$ cat src/hdl/cpr_pkg.sv
// cpr_pkg: shared types and constants of the convex polygon row mask block
`default_nettype none

package cpr_pkg;

   localparam int FIELD_COORD_BITS = 16;
   localparam int FIELD_ROW_BITS   = 15;
   localparam int CSR_DATA_BITS    = 15;
   localparam int CSR_INDEX_BITS   = 1;

   localparam logic [CSR_INDEX_BITS-1:0] REG_IMAGE_WIDTH  = 1'b0;
   localparam logic [CSR_INDEX_BITS-1:0] REG_IMAGE_HEIGHT = 1'b1;

   localparam logic MODE_LOAD  = 1'b0;
   localparam logic MODE_QUERY = 1'b1;

   localparam logic [CSR_DATA_BITS-1:0] WIDTH_RESET  = 15'd640;
   localparam logic [CSR_DATA_BITS-1:0] HEIGHT_RESET = 15'd480;

   typedef enum logic [3:0] {
      ST_IDLE,
      ST_WALK_CHECK,
      ST_READ,
      ST_TEST,
      ST_MUL_A,
      ST_MUL_B,
      ST_DIV_SETUP,
      ST_DIV,
      ST_STORE,
      ST_SIDE_END,
      ST_RESULT
   } state_type;

   typedef struct packed {
      logic load_en;
      logic query_start;
      logic step_next;
      logic capture_span;
      logic mul_a;
      logic mul_b;
      logic div_start;
      logic div_step;
      logic store_col;
      logic next_side;
      logic result_load;
   } cmd_type;

   typedef struct packed {
      logic early_done;
      logic walk_end;
      logic span_hit;
      logic div_last;
      logic right_side;
      logic out_free;
   } status_type;

endpackage

`default_nettype wire

$ cat src/hdl/cpr_ctrl.sv
// cpr_ctrl: sequencing state machine for loads, chain walks and division
`default_nettype none

module cpr_ctrl (
   input  wire                   clock,
   input  wire                   reset,
   input  wire                   req_valid,
   input  wire                   req_mode,
   output logic                  req_stall,
   input  cpr_pkg::status_type   status,
   output cpr_pkg::cmd_type      cmd
);

   cpr_pkg::state_type state_ff;
   cpr_pkg::state_type state_in;

   always_ff @(posedge clock) begin
      if (reset) begin
         state_ff <= cpr_pkg::ST_IDLE;
      end else begin
         state_ff <= state_in;
      end
   end

   // next state
   always_comb begin
      state_in = state_ff;
      case (state_ff)
         cpr_pkg::ST_IDLE: begin
            if (req_valid && req_mode == cpr_pkg::MODE_QUERY) begin
               state_in = status.early_done ? cpr_pkg::ST_RESULT : cpr_pkg::ST_WALK_CHECK;
            end
         end
         cpr_pkg::ST_WALK_CHECK: begin
            state_in = status.walk_end ? cpr_pkg::ST_SIDE_END : cpr_pkg::ST_READ;
         end
         cpr_pkg::ST_READ:      state_in = cpr_pkg::ST_TEST;
         cpr_pkg::ST_TEST: begin
            state_in = status.span_hit ? cpr_pkg::ST_MUL_A : cpr_pkg::ST_WALK_CHECK;
         end
         cpr_pkg::ST_MUL_A:     state_in = cpr_pkg::ST_MUL_B;
         cpr_pkg::ST_MUL_B:     state_in = cpr_pkg::ST_DIV_SETUP;
         cpr_pkg::ST_DIV_SETUP: state_in = cpr_pkg::ST_DIV;
         cpr_pkg::ST_DIV: begin
            if (status.div_last) begin
               state_in = cpr_pkg::ST_STORE;
            end
         end
         cpr_pkg::ST_STORE:     state_in = cpr_pkg::ST_SIDE_END;
         cpr_pkg::ST_SIDE_END: begin
            state_in = status.right_side ? cpr_pkg::ST_RESULT : cpr_pkg::ST_WALK_CHECK;
         end
         cpr_pkg::ST_RESULT: begin
            if (status.out_free) begin
               state_in = cpr_pkg::ST_IDLE;
            end
         end
         default:               state_in = cpr_pkg::ST_IDLE;
      endcase
   end

   // outputs
   always_comb begin
      cmd       = '0;
      req_stall = 1'b1;
      case (state_ff)
         cpr_pkg::ST_IDLE: begin
            req_stall = 1'b0;
            if (req_valid) begin
               cmd.load_en     = (req_mode == cpr_pkg::MODE_LOAD);
               cmd.query_start = (req_mode == cpr_pkg::MODE_QUERY);
            end
         end
         cpr_pkg::ST_TEST: begin
            cmd.capture_span = status.span_hit;
            cmd.step_next    = !status.span_hit;
         end
         cpr_pkg::ST_MUL_A:     cmd.mul_a = 1'b1;
         cpr_pkg::ST_MUL_B:     cmd.mul_b = 1'b1;
         cpr_pkg::ST_DIV_SETUP: cmd.div_start = 1'b1;
         cpr_pkg::ST_DIV:       cmd.div_step = 1'b1;
         cpr_pkg::ST_STORE:     cmd.store_col = 1'b1;
         cpr_pkg::ST_SIDE_END:  cmd.next_side = 1'b1;
         cpr_pkg::ST_RESULT:    cmd.result_load = status.out_free;
         default:               cmd = '0;
      endcase
   end

endmodule

`default_nettype wire

$ cat config.mk
export PLATFORM = sky130hd
export DESIGN_NAME = cpr_ctrl
export DESIGN_NICKNAME = d
export VERILOG_FILES = /design/src/hdl/cpr_pkg.sv /design/src/hdl/cpr_ctrl.sv
export SDC_FILE = /design/constraint.sdc
export NUM_CORES = 1
export LEC_CHECK = 0
export ABC_AREA = 1
export BUFFER_PORTS_ARGS = -buffer_cell sky130_fd_sc_hd__buf_4
export CORE_MARGIN = 3
export CORE_UTILIZATION = 30
export CTS_CLUSTER_SIZE = 40
export DETAILED_ROUTE_END_ITERATION = 10
export PLACE_DENSITY = 0.54
export SETUP_SLACK_MARGIN = 0.2
export SKIP_LAST_GASP = 1
export SYNTH_ARGS = -nofsm -noshare
export SYNTH_HDL_FRONTEND = slang
export SYNTH_SLANG_ARGS = --single-unit
$ cat constraint.sdc
create_clock -name clock -period 1.6 [get_ports clock]
set_clock_uncertainty 0.2 [all_clocks]
set_input_delay 0.16 -clock clock [delete_from_list [all_inputs] [get_ports clock]]
set_output_delay 0.16 -clock clock [all_outputs]
set_load 0.02 [all_outputs]
* Word-level counts from Yosys, hierarchy flattened
Index checks and enable logic that the tools add are counted.
** Word-level totals
- Output and inout port bits :: 12
- Logic and storage cells :: 38
- Flip-flop bits (word level) :: 4
** Operators by class
- Reduce and logical (&&, ||, !) cells :: 4
- Muxes and demuxes :: 19
- Bitwise logic cells :: 1
- Equal/unequal tests :: 13
** Operator list (number)
- one-hot mux 4 bit (11 select lines) :: 1
- 2-to-1 mux 4 bit :: 6
- == test 4 x 3 -> 1 bit, second input constant :: 4
- == test 4 bit, second input constant :: 3
- == test 4 x 2 -> 1 bit, second input constant :: 2
- 2-to-1 mux 1 bit :: 8
- 2-to-1 mux 2 bit :: 3
- != test 2 bit, second input constant :: 3
- == test 4 x 1 -> 1 bit, second input constant :: 1
- zero test 4 bit :: 1
- 2-to-1 mux 3 bit :: 1
- AND reduction 3 bit :: 1
- logical AND 1 bit :: 1
- zero test 1 bit :: 1
- inverter 1 bit :: 1

* Depth between registers and ports, before layout
- Depth in word-level cells :: 3
- Gate-level depth with buffers :: 9
- Depth with buffers taken out :: 9

* Worst setup path after synthesis
No wires, ideal clock.
- Path type :: reg-to-reg
- Start point :: reg state_ff[0]
- End point :: reg state_ff[1]
- Library setup time :: 0.119 ns
- Cell stages (with the launch flop) :: 8
- Setup slack :: 0.106 ns
- Required time :: 1.281 ns
- Arrival time :: 1.175 ns
- Cell sequence :: dfxtp_1 nand2_1 nor2_2 nand2_1 nand2_1 nor2_1 o21ai_1 a21oi_1
** On the way
- Longest elaborated chain between the ends :: 3
- Elaborated cells between the ends (all ways) :: 16
** RTL lines
- start, declared :: line cpr_ctrl.sv:14 : cpr_pkg::state_type state_ff;
- start signal, assigned :: line cpr_ctrl.sv:19 : state_ff <= cpr_pkg::ST_IDLE;
- start signal, assigned :: line cpr_ctrl.sv:21 : state_ff <= state_in;
- == test 4 x 3 -> 1 bit, or another cell as far along :: line cpr_ctrl.sv:28 : case (state_ff)
- != test 2 bit (no line)
- AND reduction 3 bit (no line)
Parallel ways exist; a longest one is shown, timed or not.
A chain may end at the register's enable or synchronous reset.

==> reports/results.ini <==
[placement]
place_congestion = 0.817
dpl.hpwl_mm = 1.05
pre_cts_ws_ps = 61.0
dp.cells = 119
portBuffers = 21

[pwr]
p_per_area_mw_per_mm2 = 1840
vdd.ir_drop.worst_mv = 1.03
leakagePower_nw = 0.485

[setup_path]
timing.rr.end = state_ff[1]$_SDFFE_PP0P_
crit_path_max_incr_delay_ps = 370
cp_cell_sequence = nor2_4, nand2_2, inv_2, nand2_1, nor2_2, buf_6
crit_path_max_fanout = 4
slowest_stage = dfxtp_4
r2r_setup_slack_ps = 120
start_kind = flip-flop
arrival_ps = 1140
endpoint_kind = output pin
reg2reg_depth = 7
critPathKind = flip-flop to output pin
required_ps = 1240
r2r-start = state_ff[1]$_SDFFE_PP0P_

[min_path]
whs_path_depth = 4
min_path_type = primary input to flip-flop
hold_start = status[2]
min_to = state_ff[0]$_SDFFE_PP0P_

[yosys]
synth_area_per_cell_sq_um = 4.99
synthCells = 84
ys_types = 13
netlist_area_sq_um = 419
synth-async-reset-ratio = 0
syn_nets = 94
yosysMostFrequentCell = nand2_1
synth_top_flop_cell = dfxtp_1
synth_top_area_frac = 0.233
synth-edff-count = 0
yosys_warnings = 0
seq_area_frac_synth = 0.191
synth_area_leaders = nand2_1, inv_1, dfxtp_1, nor2_1, nand3_1
synthTopCellsByCount = nand2_1, inv_1, nor2_1
yosysTopAreaCell = nand2_1
ys_ff_latch = 4

[timing]
fmax_mhz = 666
rsz0062_at_grt = true
worst_pin_slew_ps = 200
min_period_over_period = 0.939
min_period_ps = 1500
setup_viol = 0
hold_violations = 0
hold_ws_ps = 37.1
fin_setup_tns_ps = 0
max_slew_margin = 0.866
fin_ws_ps = 97.8
report.final.slew_viol_count = 0

[floorplanning]
start_util = 0.349
rows = 12
core_sq_mm = 0.00120
die_h_um = 43.4
io_pins = 22
die-area_sq_mm = 0.00188
dieWidth_um = 43.4

[detailed_routing]
first_pass_iters = 4
route.detailed.drc = 0
drtIter0Drc = 16
avgViaCountPerCell = 4.80
via_count = 633
wire_per_inst_um = 11.6
ant_nets = 0
wl_mm = 1.53

[finish]
final-instance-count-excl-fill = 132
largest_reg_flops = 4
layout-drive-gt1-share = 0.525
synthToLayoutAreaGrowth_pct = 93.1
largest-register = state_ff
antenna_cells = 0
num-nets-final = 130
fin_util = 0.674
reg.largest.list = state_ff: 4 flops

[global_routing]
overflow = 0
grt_pass1_wl_mm = 2.43
grt_max_degree = 7
track_usage = 0.171
grt_pass1_vias = 585
antenna_found_initial = 0

[clocking]
path_clk_slew_ps = 40
root_buffer = clkbuf_4
cts_made_buffers = 3
cts_tree = done
insertion_delay_ps = 230
clock_path_buffers = 2
cts_sinks = 4
cts_max_level = 1

[job]
maxCapViolations = 0

[run_status]
status = finished, final reports clean

[timing repair]
item	4_1_cts	5_1_grt
pin swaps	8	3
hold endpoints to repair	4	0
setup endpoints to repair	15	14
hold buffers	1	0
resized for setup	26	8
buffers inserted	7	2
[per-stage QoR]
step | power [mW] | area, sq um
after floorplan | 0.703 | 444
after global placement | 0.946 | 619
after detailed placement | 0.942 | 619
after CTS | 1.38 | 771
after global routing | 1.60 | 810
final | 1.49 | 810
[cells in the final DEF, fill, tap and decap left out]
cell type       n
dfxtp_4         4
nand2_1        20
nor2_4          4
buf_6           5
nor4_2          1
nor2_1          5
o21ai_0         1
a31o_2          1
inv_2           3
nor3_4          1
buf_4          25
a21oi_1         3
nand3_1         7
nand2_2         6
inv_1          18
nand3_2         1
inv_4           1
nor2_2          5
o21ai_1         1
clkbuf_4        3
dlygate4sd3_1   1
a21oi_2         1
nand2_4         1
[layer usage]
layer / track usage / wire length (um) / up-vias
met2: 0.286 / 748 / 32
met5: 0 / 0 / -
met4: 0.102 / 56 / 0
li1: - / - / 327
met3: 0.0332 / 115 / 8
met1: 0.201 / 610 / 266
[where the power goes]
group,switching (mW),total [mW],internal [mW]
Clock,0.0357,0.119,0.0835
Sequential,0.0944,0.257,0.163
Combinational,0.608,1.11,0.503
Total,0.738,1.49,0.749
[cell type report]
type	instances	area (sq um)
fillers	99	392
inverters	22	85.1
flip-flops and latches	4	95.1
multi-input cells	58	335
repair buffers	31	254
well taps	14	17.5
clock buffers	3	22.5
[worst max path at each step]
| stage | end | cells after the start | startpoint | slack (ps) |
|---|---|---|---|---|
| 5_1_grt | cmd[10] | 6 | state_ff[2]$_SDFFE_PP0P_ | 20 |
| 6_report | cmd[10] | 6 | state_ff[1]$_SDFFE_PP0P_ | 100 |
| 3_3_place_gp | state_ff[1]$_SDFFE_PP0P_ | 6 | state_ff[0]$_SDFFE_PP0P_ | 70 |
| 4_1_cts | cmd[10] | 6 | state_ff[0]$_SDFFE_PP0P_ | 90 |
| 3_5_place_dp | state_ff[3]$_SDFFE_PP0P_ | 9 | state_ff[0]$_SDFFE_PP0P_ | 60 |
| 2_1_floorplan | state_ff[1]$_SDFFE_PP0P_ | 7 | state_ff[0]$_SDFFE_PP0P_ | 190 |
[worst max-delay path, delay by kind of cell (launching register included)]
kind          cells  cell delay [ps]
simple gates      4              360
flops             1              370
buf+inv           2              180
[cell families (layout without fill, tap and decap cells)]
group | Yosys count | after routing | share of synthesized area
DFF | 4 | 4 | 0.191
buffers and inverters | 22 | 56 | 0.197
AOI/OAI and AO/OA | 7 | 7 | 0.0925
and+or+nand+nor | 51 | 51 | 0.519
No activity file was read; power rests on OpenSTA's default activity.
