==> config.mk <==
export PLATFORM = sky130hd
export DESIGN_NAME = cpr_datapath
export DESIGN_NICKNAME = d
export VERILOG_FILES = /design/src/hdl/cpr_pkg.sv /design/src/hdl/cpr_datapath.sv
export SDC_FILE = /design/constraint.sdc
export NUM_CORES = 2
export LEC_CHECK = 0
export BUFFER_PORTS_ARGS = -buffer_cell sky130_fd_sc_hd__buf_2
export CAP_MARGIN = 20
export CORE_UTILIZATION = 35
export CTS_CLUSTER_SIZE = 40
export DETAILED_ROUTE_END_ITERATION = 16
export PLACE_DENSITY_LB_ADDON = 0.3
export RECOVER_POWER = 25
export SETUP_SLACK_MARGIN = 0.5
export SYNTH_ARGS = -nofsm -noshare
export SYNTH_HDL_FRONTEND = slang
export SYNTH_SLANG_ARGS = --single-unit
==> constraint.sdc <==
create_clock -name clock -period 27.4 [get_ports clock]
set_clock_uncertainty 0.05 [all_clocks]
set_input_delay 6.85 -clock clock [delete_from_list [all_inputs] [get_ports clock]]
set_output_delay 6.85 -clock clock [all_outputs]
set_load 0.01 [all_outputs]
==> src/hdl/cpr_pkg.sv <==
// cpr_pkg: shared types and constants of the convex polygon row mask block
`default_nettype none

package cpr_pkg;

   localparam int FIELD_COORD_BITS = 16;
   localparam int FIELD_ROW_BITS   = 15;
   localparam int CSR_DATA_BITS    = 15;
   localparam int CSR_INDEX_BITS   = 1;

   localparam logic [CSR_INDEX_BITS-1:0] REG_IMAGE_WIDTH  = 1'b0;
   localparam logic [CSR_INDEX_BITS-1:0] REG_IMAGE_HEIGHT = 1'b1;

   localparam logic MODE_LOAD  = 1'b0;
   localparam logic MODE_QUERY = 1'b1;

   localparam logic [CSR_DATA_BITS-1:0] WIDTH_RESET  = 15'd640;
   localparam logic [CSR_DATA_BITS-1:0] HEIGHT_RESET = 15'd480;

   typedef enum logic [3:0] {
      ST_IDLE,
      ST_WALK_CHECK,
      ST_READ,
      ST_TEST,
      ST_MUL_A,
      ST_MUL_B,
      ST_DIV_SETUP,
      ST_DIV,
      ST_STORE,
      ST_SIDE_END,
      ST_RESULT
   } state_type;

   typedef struct packed {
      logic load_en;
      logic query_start;
      logic step_next;
      logic capture_span;
      logic mul_a;
      logic mul_b;
      logic div_start;
      logic div_step;
      logic store_col;
      logic next_side;
      logic result_load;
   } cmd_type;

   typedef struct packed {
      logic early_done;
      logic walk_end;
      logic span_hit;
      logic div_last;
      logic right_side;
      logic out_free;
   } status_type;

endpackage

`default_nettype wire

==> src/hdl/cpr_datapath.sv <==
// cpr_datapath: vertex store, chain walk, interpolation and result register
`default_nettype none

module cpr_datapath #(
   parameter int MAX_CORNERS = 64,
   parameter int COORD_BITS  = 16
) (
   input  wire                                         clock,
   input  wire                                         reset,
   input  cpr_pkg::cmd_type                            cmd,
   output cpr_pkg::status_type                         status,
   input  wire                                         csr_write,
   input  wire  [cpr_pkg::CSR_INDEX_BITS-1:0]          csr_index,
   input  wire  [cpr_pkg::CSR_DATA_BITS-1:0]           csr_data,
   input  wire                                         req_first_vertex,
   input  wire  signed [cpr_pkg::FIELD_COORD_BITS-1:0] req_vertex_x,
   input  wire  signed [cpr_pkg::FIELD_COORD_BITS-1:0] req_vertex_y,
   input  wire  [cpr_pkg::FIELD_ROW_BITS-1:0]          req_query_row,
   output logic                                        rsp_valid,
   input  wire                                         rsp_stall,
   output logic [cpr_pkg::FIELD_ROW_BITS-1:0]          rsp_row,
   output logic                                        rsp_whole_row,
   output logic                                        rsp_left_valid,
   output logic signed [cpr_pkg::FIELD_COORD_BITS-1:0] rsp_left_end,
   output logic                                        rsp_right_valid,
   output logic signed [cpr_pkg::FIELD_COORD_BITS-1:0] rsp_right_start
);

   localparam int AW   = $clog2(MAX_CORNERS);
   localparam int CW   = $clog2(MAX_CORNERS + 1);
   localparam int EXT  = ((COORD_BITS > 16) ? COORD_BITS : 16) + 1;
   localparam int DW   = COORD_BITS + 1;
   localparam int PW   = 2 * COORD_BITS + 1;
   localparam int NW   = 2 * COORD_BITS + 2;
   localparam int QCW  = $clog2(NW + 1);
   localparam int FW   = cpr_pkg::FIELD_COORD_BITS;
   localparam int RWB  = cpr_pkg::FIELD_ROW_BITS;

   // vertex store
   logic signed [COORD_BITS-1:0] corner_x_mem [MAX_CORNERS];
   logic signed [COORD_BITS-1:0] corner_y_mem [MAX_CORNERS];

   logic [RWB-1:0]  width_ff, width_in, height_ff, height_in;
   logic [CW-1:0]   count_ff, count_in;
   logic [AW-1:0]   top_ff, top_in, bottom_ff, bottom_in;
   logic signed [COORD_BITS-1:0] top_y_ff, top_y_in, bottom_y_ff, bottom_y_in;

   logic [AW-1:0]   idx_i_ff, idx_i_in;
   logic [CW-1:0]   steps_ff, steps_in;
   logic            side_ff, side_in;
   logic [RWB-1:0]  row_ff, row_in;

   logic signed [COORD_BITS-1:0] rd_xi_ff, rd_yi_ff, rd_xj_ff, rd_yj_ff;
   logic signed [COORD_BITS-1:0] xt_ff, xt_in, xb_ff, xb_in;
   logic signed [DW-1:0]         dist_a_ff, dist_a_in, dist_b_ff, dist_b_in;
   logic [DW-1:0]                den_ff, den_in;
   logic signed [NW-1:0]         acc_ff, acc_in;
   logic [NW-1:0]                quo_ff, quo_in;
   logic [DW-1:0]                rem_ff, rem_in;
   logic                         neg_ff, neg_in;
   logic [QCW-1:0]               qcnt_ff, qcnt_in;

   logic                 whole_ff, whole_in, lv_ff, lv_in, rv_ff, rv_in;
   logic signed [FW-1:0] le_ff, le_in, rs_ff, rs_in;

   logic                 out_valid_ff, out_valid_in;
   logic [RWB-1:0]       out_row_ff, out_row_in;
   logic                 out_whole_ff, out_whole_in, out_lv_ff, out_lv_in;
   logic                 out_rv_ff, out_rv_in;
   logic signed [FW-1:0] out_le_ff, out_le_in, out_rs_ff, out_rs_in;

   // combinational helpers
   logic signed [COORD_BITS-1:0] new_x, new_y;
   logic                         restart, store_full, load_do;
   logic [CW-1:0]                load_k;
   logic signed [EXT-1:0]        w_ext, h_ext, q_ext, r_ext, ty_ext, by_ext;
   logic signed [EXT-1:0]        yt_ext, yb_ext;
   logic                         in_range, whole_cond;
   logic [CW-1:0]                i_cw, j_cw;
   logic [AW-1:0]                idx_j;
   logic signed [COORD_BITS-1:0] mul_x;
   logic signed [DW-1:0]         mul_d;
   logic signed [PW-1:0]         prod;
   logic [DW-1:0]                rem_sh;
   logic                         rem_ge;
   logic signed [NW-1:0]         quo_signed;
   logic signed [EXT-1:0]        col;
   logic                         col_ok;

   assign new_x      = COORD_BITS'(req_vertex_x);
   assign new_y      = COORD_BITS'(req_vertex_y);
   assign restart    = req_first_vertex || (count_ff == '0);
   assign store_full = count_ff == CW'(MAX_CORNERS);
   assign load_do    = cmd.load_en && (restart || !store_full);
   assign load_k     = restart ? '0 : count_ff;

   assign w_ext  = EXT'(signed'({1'b0, width_ff}));
   assign h_ext  = EXT'(signed'({1'b0, height_ff}));
   assign q_ext  = EXT'(signed'({1'b0, req_query_row}));
   assign r_ext  = EXT'(signed'({1'b0, row_ff}));
   assign ty_ext = EXT'(top_y_ff);
   assign by_ext = EXT'(bottom_y_ff);
   assign yt_ext = EXT'(rd_yi_ff);
   assign yb_ext = EXT'(rd_yj_ff);

   // early outcome of a query: no polygon, outside the image, or whole row
   assign in_range   = (count_ff != '0) && (q_ext < h_ext);
   assign whole_cond = in_range &&
                       ((q_ext < ty_ext) || ((by_ext < h_ext - 1) && (q_ext >= by_ext)));

   // neighbor along the chain: side 0 walks backward, side 1 forward
   assign i_cw  = CW'(idx_i_ff);
   assign j_cw  = side_ff ? ((i_cw + 1'b1 == count_ff) ? '0 : i_cw + 1'b1)
                          : ((i_cw == '0) ? count_ff - 1'b1 : i_cw - 1'b1);
   assign idx_j = j_cw[AW-1:0];

   assign mul_x = cmd.mul_a ? xt_ff : xb_ff;
   assign mul_d = cmd.mul_a ? dist_a_ff : dist_b_ff;
   assign prod  = PW'(mul_x) * PW'(mul_d);

   assign rem_sh = {rem_ff[DW-2:0], quo_ff[NW-1]};
   assign rem_ge = rem_sh >= den_ff;

   assign quo_signed = neg_ff ? -signed'(quo_ff) : signed'(quo_ff);
   assign col        = EXT'(quo_signed);
   assign col_ok     = (col > 0) && (col < w_ext - 1);

   assign status.early_done = !in_range || whole_cond;
   assign status.walk_end   = (idx_i_ff == bottom_ff) || (steps_ff >= count_ff);
   assign status.span_hit   = (yt_ext < yb_ext) && (r_ext >= yt_ext) && (r_ext < yb_ext);
   assign status.div_last   = qcnt_ff == QCW'(NW - 1);
   assign status.right_side = side_ff;
   assign status.out_free   = !out_valid_ff || !rsp_stall;

   // memory write and registered two-port read
   always_ff @(posedge clock) begin
      if (load_do) begin
         corner_x_mem[load_k[AW-1:0]] <= new_x;
         corner_y_mem[load_k[AW-1:0]] <= new_y;
      end
      rd_xi_ff <= corner_x_mem[idx_i_ff];
      rd_yi_ff <= corner_y_mem[idx_i_ff];
      rd_xj_ff <= corner_x_mem[idx_j];
      rd_yj_ff <= corner_y_mem[idx_j];
   end

   always_comb begin
      width_in    = width_ff;
      height_in   = height_ff;
      count_in    = count_ff;
      top_in      = top_ff;
      bottom_in   = bottom_ff;
      top_y_in    = top_y_ff;
      bottom_y_in = bottom_y_ff;
      idx_i_in    = idx_i_ff;
      steps_in    = steps_ff;
      side_in     = side_ff;
      row_in      = row_ff;
      xt_in       = xt_ff;
      xb_in       = xb_ff;
      dist_a_in   = dist_a_ff;
      dist_b_in   = dist_b_ff;
      den_in      = den_ff;
      acc_in      = acc_ff;
      quo_in      = quo_ff;
      rem_in      = rem_ff;
      neg_in      = neg_ff;
      qcnt_in     = qcnt_ff;
      whole_in    = whole_ff;
      lv_in       = lv_ff;
      rv_in       = rv_ff;
      le_in       = le_ff;
      rs_in       = rs_ff;

      if (csr_write) begin
         case (csr_index)
            cpr_pkg::REG_IMAGE_WIDTH:  width_in  = csr_data;
            cpr_pkg::REG_IMAGE_HEIGHT: height_in = csr_data;
            default: ;
         endcase
      end

      if (load_do) begin
         count_in = load_k + 1'b1;
         if (restart) begin
            top_in      = '0;
            bottom_in   = '0;
            top_y_in    = new_y;
            bottom_y_in = new_y;
         end else begin
            if (new_y < top_y_ff) begin
               top_in   = load_k[AW-1:0];
               top_y_in = new_y;
            end
            if (new_y > bottom_y_ff) begin
               bottom_in   = load_k[AW-1:0];
               bottom_y_in = new_y;
            end
         end
      end

      if (cmd.query_start) begin
         row_in   = req_query_row;
         whole_in = whole_cond;
         lv_in    = 1'b0;
         rv_in    = 1'b0;
         le_in    = '0;
         rs_in    = '0;
         side_in  = 1'b0;
         idx_i_in = top_ff;
         steps_in = '0;
      end

      if (cmd.next_side) begin
         side_in  = 1'b1;
         idx_i_in = top_ff;
         steps_in = '0;
      end

      if (cmd.step_next) begin
         idx_i_in = idx_j;
         steps_in = steps_ff + 1'b1;
      end

      // num = xt*(yb-r) + xb*(r-yt), exact edge interpolation numerator
      if (cmd.capture_span) begin
         xt_in     = rd_xi_ff;
         xb_in     = rd_xj_ff;
         dist_a_in = DW'(yb_ext - r_ext);
         dist_b_in = DW'(r_ext - yt_ext);
         den_in    = DW'(yb_ext - yt_ext);
      end

      if (cmd.mul_a) begin
         acc_in = NW'(prod);
      end
      if (cmd.mul_b) begin
         acc_in = acc_ff + NW'(prod);
      end

      if (cmd.div_start) begin
         neg_in  = acc_ff[NW-1];
         quo_in  = acc_ff[NW-1] ? unsigned'(-acc_ff) : unsigned'(acc_ff);
         rem_in  = '0;
         qcnt_in = '0;
      end

      // restoring divider, one quotient bit per cycle
      if (cmd.div_step) begin
         rem_in  = rem_ge ? rem_sh - den_ff : rem_sh;
         quo_in  = {quo_ff[NW-2:0], rem_ge};
         qcnt_in = qcnt_ff + 1'b1;
      end

      if (cmd.store_col && col_ok) begin
         if (side_ff) begin
            rv_in = 1'b1;
            rs_in = col[FW-1:0];
         end else begin
            lv_in = 1'b1;
            le_in = col[FW-1:0];
         end
      end
   end

   always_ff @(posedge clock) begin
      if (reset) begin
         width_ff  <= cpr_pkg::WIDTH_RESET;
         height_ff <= cpr_pkg::HEIGHT_RESET;
         count_ff  <= '0;
         top_ff    <= '0;
         bottom_ff <= '0;
         idx_i_ff  <= '0;
         steps_ff  <= '0;
         side_ff   <= 1'b0;
         qcnt_ff   <= '0;
      end else begin
         width_ff  <= width_in;
         height_ff <= height_in;
         count_ff  <= count_in;
         top_ff    <= top_in;
         bottom_ff <= bottom_in;
         idx_i_ff  <= idx_i_in;
         steps_ff  <= steps_in;
         side_ff   <= side_in;
         qcnt_ff   <= qcnt_in;
      end
   end

   always_ff @(posedge clock) begin
      top_y_ff    <= top_y_in;
      bottom_y_ff <= bottom_y_in;
      row_ff      <= row_in;
      xt_ff       <= xt_in;
      xb_ff       <= xb_in;
      dist_a_ff   <= dist_a_in;
      dist_b_ff   <= dist_b_in;
      den_ff      <= den_in;
      acc_ff      <= acc_in;
      quo_ff      <= quo_in;
      rem_ff      <= rem_in;
      neg_ff      <= neg_in;
      whole_ff    <= whole_in;
      lv_ff       <= lv_in;
      rv_ff       <= rv_in;
      le_ff       <= le_in;
      rs_ff       <= rs_in;
   end

   // result register
   always_comb begin
      out_valid_in = out_valid_ff;
      out_row_in   = out_row_ff;
      out_whole_in = out_whole_ff;
      out_lv_in    = out_lv_ff;
      out_rv_in    = out_rv_ff;
      out_le_in    = out_le_ff;
      out_rs_in    = out_rs_ff;
      if (out_valid_ff && !rsp_stall) begin
         out_valid_in = 1'b0;
      end
      if (cmd.result_load) begin
         out_valid_in = 1'b1;
         out_row_in   = row_ff;
         out_whole_in = whole_ff;
         out_lv_in    = lv_ff;
         out_rv_in    = rv_ff;
         out_le_in    = le_ff;
         out_rs_in    = rs_ff;
      end
   end

   always_ff @(posedge clock) begin
      if (reset) begin
         out_valid_ff <= 1'b0;
      end else begin
         out_valid_ff <= out_valid_in;
      end
   end

   always_ff @(posedge clock) begin
      out_row_ff   <= out_row_in;
      out_whole_ff <= out_whole_in;
      out_lv_ff    <= out_lv_in;
      out_rv_ff    <= out_rv_in;
      out_le_ff    <= out_le_in;
      out_rs_ff    <= out_rs_in;
   end

   assign rsp_valid       = out_valid_ff;
   assign rsp_row         = out_row_ff;
   assign rsp_whole_row   = out_whole_ff;
   assign rsp_left_valid  = out_lv_ff;
   assign rsp_left_end    = out_le_ff;
   assign rsp_right_valid = out_rv_ff;
   assign rsp_right_start = out_rs_ff;

   a_count_bound: assert property (@(posedge clock) disable iff (reset)
      count_ff <= CW'(MAX_CORNERS))
      else $error("vertex count above store depth");

   a_extremes_in_store: assert property (@(posedge clock) disable iff (reset)
      count_ff != '0 |-> (CW'(top_ff) < count_ff) && (CW'(bottom_ff) < count_ff))
      else $error("top or bottom vertex outside loaded range");

   a_whole_excludes_sides: assert property (@(posedge clock) disable iff (reset)
      out_valid_ff && out_whole_ff |-> !out_lv_ff && !out_rv_ff)
      else $error("whole row reported with a side fill");

   a_left_positive: assert property (@(posedge clock) disable iff (reset)
      out_valid_ff && out_lv_ff |-> out_le_ff > 0)
      else $error("left fill end not inside the row");

   a_div_in_span: assert property (@(posedge clock) disable iff (reset)
      cmd.div_step |-> den_ff != '0)
      else $error("division with empty edge span");

endmodule

`default_nettype wire
# == Word-level counts from Yosys, hierarchy flattened ==
# Memories as Yosys holds them, arrays and structs flattened. A register that Yosys moved wholly into a read port is not among the register bits.
# Index checks and enable logic that the tools add are counted.
# word_totals
ff_bits,370
ram_bits,2048
in_bits,79
output_inout_bits,57
n_memories,2
# classes
add_sub_neg,15
n_mul,1
magnitude_cmp,13
n_eq_ne,4
n_mux,49
n_bitwise,1
n_reduce_logical,33
# memory_table
memory,words,word_bits,read_ports,rd_ports_with_merged_regs,wr,line,source
corner_x_mem,64,16,2,2,1,cpr_datapath.sv:40,logic signed [COORD_BITS-1:0] corner_x_mem [MAX_CORNERS];
corner_y_mem,64,16,2,2,1,cpr_datapath.sv:41,logic signed [COORD_BITS-1:0] corner_y_mem [MAX_CORNERS];
# op_table
op,count
$mux W16,14
$mux W34,5
$lt A16 B16 Y1,5
$mux W6,12
$sub A16 B16 Y17,3
$add A34 B33 Y34,1
$mux W17,2
$neg A34 Y34,1
$mul A16 B17 Y33,1
$ge A16 B16 Y1,2
$sub A15 B1 Y16 const B,2
$mux W7,4
$ge A17 B17 Y1,1
$gt A17 B1 Y1 const B,1
$lt A17 B16 Y1,1
$neg A17 Y17,1
$gt A16 B16 Y1,1
$sub A16 B16 Y16,1
$lt A15 B15 Y1,1
$add A7 B1 Y7 const B,2
$logic_not A7 Y1,2
$mux W1,12
$reduce_bool A2 Y1,6
$sub A6 B1 Y6 const B,2
other kinds (14),33

# == Logic depth before layout (Yosys ltp) ==
# depth
depth_word,6
ltp_mapped,38

# == Worst setup path before layout ==
# OpenSTA, ideal clock, no wires.
# synth_path
path_kind,input to register
from,input port cmd[6] in the netlist's numbering
to,register acc_ff[32] (data pin)
setup_ps,270
arrival_time_ps,15152
required_time_ps,27080
path_slack_ps,11928
stages,34
path_buffers,3
cell_sequence,clkbuf_1 -> clkbuf_1 -> buf_1 -> mux2i_1 -> nor2_1 -> fa_1 -> inv_1 -> fa_1 -> fa_1 -> inv_1 -> fa_1 -> fa_1 -> inv_1 -> fa_1 -> inv_1 -> ha_1 -> a21o_1 -> a21o_1 -> a211oi_1 -> o41ai_1 -> a21o_1 -> a21oi_1 -> xnor2_1 -> ha_1 -> a21o_1 -> a21o_1 -> a221o_1 -> o21ba_2 -> o311ai_0 -> a311o_1 -> a221oi_1 -> o21ai_0 -> xnor2_1 -> a21oi_1
# synth_via
elab_chain_len,4
# synth_rtl
element,line,source
start: declaration,cpr_datapath.sv:10,"input cpr_pkg::cmd_type cmd,"
$mux W16 or $mux W17 (tied branches),"cpr_datapath.sv:117, cpr_datapath.sv:118",
$mul A16 B17 Y33 *,cpr_datapath.sv:119,assign prod = PW'(mul_x) * PW'(mul_d);
$add A34 B33 Y34 or $mux W34 (tied branches),"cpr_datapath.sv:238, cpr_datapath.sv:234",
$mux W34 *,cpr_datapath.sv:237,if (cmd.mul_b) begin
via acc_in[32],cpr_datapath.sv:57,"logic signed [NW-1:0] acc_ff, acc_in;"
end signal: assignment,cpr_datapath.sv:299,acc_ff <= acc_in;
end: declaration,cpr_datapath.sv:57,
# The timed path passes the listed nets; every way through them passes the cells marked *. The select of a mux whose other input is x is not followed.
# A chain may end at the register's enable or synchronous reset.

==> impl_results.md <==
* Clock tree from TritonCTS: built
* Path type of the worst setup path: in -> out
* Flip-flop and latch count after synthesis at 2482
* Nets at 10750
* Initial Utilization at 0.3526
* Hold EP: xt_ff[0]$_DFFE_PP_
* Mapped Nets at 10720
* Syn. warnings at 0
* Element type at the critical path start: primary input
* Worst Path Max Fanout at 4
* Cell type with the highest aggregate area in the netlist: edfxtp_1
* Combinational family with the most area after synthesis: multiplexers
* Proportion of synthesized area in mux cells at 0.1422
* Origin of the worst min-delay path: rd_xi_ff[0]$_DFF_P_
* Simple-gate portion of the synthesized area at 0.1186
* Clock network latency to the later pin of the worst-skew pair at 0.94 ns
* Global-route usage over all layers at 0.2486
* Pin count of the biggest net entering global routing at 143
* Routed wirelength normalized by instance count at 31.08 um
* Vias after detailed routing at 90960
* Mean area per synthesized cell at 12.97 sq um
* Core box area at 369700 sq um
* Number of gates resized after cts at 0
* Critical register-to-register path startpoint: idx_i_ff[4]$_SDFFE_PP0P_
* Worst slack after detailed placement at 11.00 ns
* Cells taking the most area after synthesis: edfxtp_1 (53%), mux4_2 (12%), nand2_1 (5.7%)
* Element type at the critical path end: output pin
* Post-CTS setup buffer count at 0
* Post-synthesis instance area at 130400 sq um
* Fraction of final layout cells sized beyond drive strength 1 at 0.1524
* Crit share post-route at 0.5855
* Remaining DRCs at 0
* First-pass GRT wire length at 666600 um
* Antenna violations before repair at 45
* Unrepaired setup endpoints after global routing: false
* Number of enable-type register cells in the synthesized netlist at 2314
* Final estimated routing congestion in global placement at 0.9122
* Clock edge transition at the registers on the reported setup and hold paths at 0.06 ns
* Number of placement rows at 223
* Area share of the largest cell type after synthesis at 0.5331
* Hold-critical path depth at 0
* Least-Margin Pin Slew at 5.214 ns
* Max-capacitance violation count at 33
* Final critical-path required period at 16.04 ns
* Clock Sinks at 2482
* Worst min-delay path category: reg -> reg
* Outcome: finished, violations left
* Post-synthesis share of cell area spent on xor and xnor gates at 0.01336
* Cell family contributing the most delay on the critical path: compound AO/OA/AOI/OAI gates
* Gr ovfl total at 0
* Hold-fix buffer count after cts at 0
* Dominant synthesized flop cell: edfxtp_1
* Post-route antenna net violation count at 0
* Die area at 374900 sq um
* Compound-cell area share of the yosys netlist at 0.05922
* Fin Setup TNS at 0 ns
* Critical Path Most Common Cell: o21a_1
* H-tree depth reported by CTS at 5
* Worst rel slew slack at -2.495
* Via count of the first global-routing pass at 89160
* Ordered cell list for the critical path: clkbuf_1 > ha_1 > nor2b_1 > o21a_1 > o21a_1 > o21a_1 > o21ai_0 > a21boi_0 > o211ai_1 > a31oi_1 > o31ai_1 > nand3b_1 > buf_2
* Clk buf depth at 4
* DRC marker count from the first detailed-route iteration at 12670
* Number of iterations in the first detailed-routing pass at 8
* Die Y-Extent at 612.3 um
* Count of boundary I/O pins at 136
* CP Data Arrival Time at 9.14 ns
* Hold violation count in the final report at 0
* Slack of the critical path at 11.36 ns
* Slowest CP cell: ha_1
* Clock root buffer: clkbuf_16
* Capture point of the worst reg-to-reg path: rd_yj_ff[14]$_DFF_P_
* Setup-failing EPs final at 0
* Synth async-reset ratio at 0
* Relative area change from synthesis to final layout at 12.05%
* Adder-cell share of the synthesized area at 0.07243
* I/O Buffers at 135
* Number of buffers and inverters on the critical path at 2
* Number of distinct library cell variants in the gate-level netlist after synthesis at 94
* DP Wirelength at 285900 um
* Highest cell delay on the worst timing path at 0.27 ns
* Syn Inst Count at 10050
* Part of the Yosys area used for sequential elements at 0.5589
* Max Transition Viols Final at 1573
* Horiz. Die Dim at 612.3 um
* Post-detailed-routing wire length at 474900 um
* Worst setup slack for register-to-register paths at 13.85 ns
* Achievable frequency at 62.33 MHz
* Reg2Reg Depth at 10
* Clock buffer count from CTS at 282
* Failing checks: capacitance limit, slew limit
* Data required time of the worst path at 20.50 ns
* Via-to-Cell Ratio at 5.952
sequential cells by signal, summed over array words and instances, names as in the netlist, 17 cells and up:
register,flops
acc_ff,34
corner_x_mem,1024
corner_y_mem,1024
den_ff,17
dist_a_ff,17
dist_b_ff,17
quo_ff,34
per-layer routing:
layer  track usage  routed length [um]  up-vias  part of all wire
li1              -                   -    37780                 -
met1        0.3190              176800    46170              0.37
met2        0.3912              215000     5703              0.45
met3       0.05956               54240     1278              0.11
met4        0.1282               28780       20             0.061
met5             0                 149        -           0.00031
through the flow:
step             util  area [sq um]  hold WS, ns  instances
2_1_floorplan       -        130400       0.3355      10050
3_3_place_gp   0.3702        136800       0.3398      14740
3_5_place_dp   0.3702        136900       0.3395      14750
4_1_cts        0.3950        146000       0.3531      15250
5_1_grt        0.3950        146000       0.3645      15270
6_report       0.3951        146100       0.3538      15280
synthesized netlist by cell type (27+ instances only):
cell      instances
a211oi_1         28
a21o_1           67
a21oi_1         199
a221oi_1         27
a22oi_1          40
a31oi_1         266
a32oi_1          84
and3_1          119
buf_1            80
buf_2           173
buf_4            33
clkbuf_1        316
dfxtp_1         168
edfxtp_1       2314
fa_1            281
ha_1            305
inv_1           489
mux2_2           54
mux2i_1         265
mux4_2          675
nand2_1        1990
nand2b_1         38
nand3_1         701
nand4_1          46
nor2_1          370
nor2b_1          47
nor3_1           58
o21a_1           30
o21ai_0         164
o22ai_1          30
or3_1            35
or4_1            38
xnor2_1         109
xor2_1           82
worst reg2reg max path: stages, from the launching register on:
cell	delay, ns
dfxtp_1	0.59
clkinvlp_2	3.98
xnor2_1	2.01
nor2_1	0.08
a21oi_1	0.68
nand2b_1	0.80
clkbuf_1	2.83
nor2_1	1.24
a22oi_1	0.47
nand4_1	0.13
or3_1	0.51
area by class of cell:
type / count / area (sq um)
clock inverters: 167 / 1677
inverters: 495 / 1862
well taps: 4950 / 6193
fillers: 34190 / 223600
diodes: 20 / 50.05
multi-input cells: 6461 / 53470
flip-flops and latches: 2482 / 72860
repair buffers: 366 / 2459
clock buffers: 342 / 7491
cells by family (layout without fill, tap and decap cells):
group / after synthesis / count (layout)
XOR/XNOR: 194 / 194
multiplexers: 1000 / 1000
AO/OA/AOI/OAI: 1142 / 1142
flip-flops: 2482 / 2482
adder cells (fa/ha/maj): 586 / 586
other: 0 / 20
AND/OR/NAND/NOR: 3539 / 3539
buffers and inverters: 1110 / 1370
worst max-delay path by stage:
stage / startpoint / end / slack (ns) / cells past startpoint
2_1_floorplan: cmd[6] / acc_ff[32]$_DFFE_PP_ / 11.93 / 34
3_3_place_gp: cmd[6] / acc_ff[32]$_DFFE_PP_ / 11.05 / 32
3_5_place_dp: cmd[6] / acc_ff[32]$_DFFE_PP_ / 11.00 / 29
4_1_cts: req_query_row[1] / status[5] / 11.37 / 13
5_1_grt: req_query_row[1] / status[5] / 11.17 / 13
6_report: req_query_row[1] / status[5] / 11.36 / 13
cell usage in the layout (no fill, tap or decap), types with 62 or more instances in the layout:
cell          n
dfxtp_1     165
clkbuf_16   288
ha_1        305
buf_4       195
inv_1       487
buf_2        95
a32oi_1      84
mux4_2      675
a21o_1       67
nor2_1      308
nand2_1    1987
xor2_1       82
nand3_1     701
and3_1      117
a21oi_1     197
clkbuf_1    107
clkinv_1     62
fa_1        281
xnor2_1     109
o21ai_0     165
nor2_4       67
edfxtp_1   2314
mux2i_1     262
a31oi_1     265
Power is not shown: default switching activity piles up to over one toggle a cycle in this logic, so the estimate is an artifact.
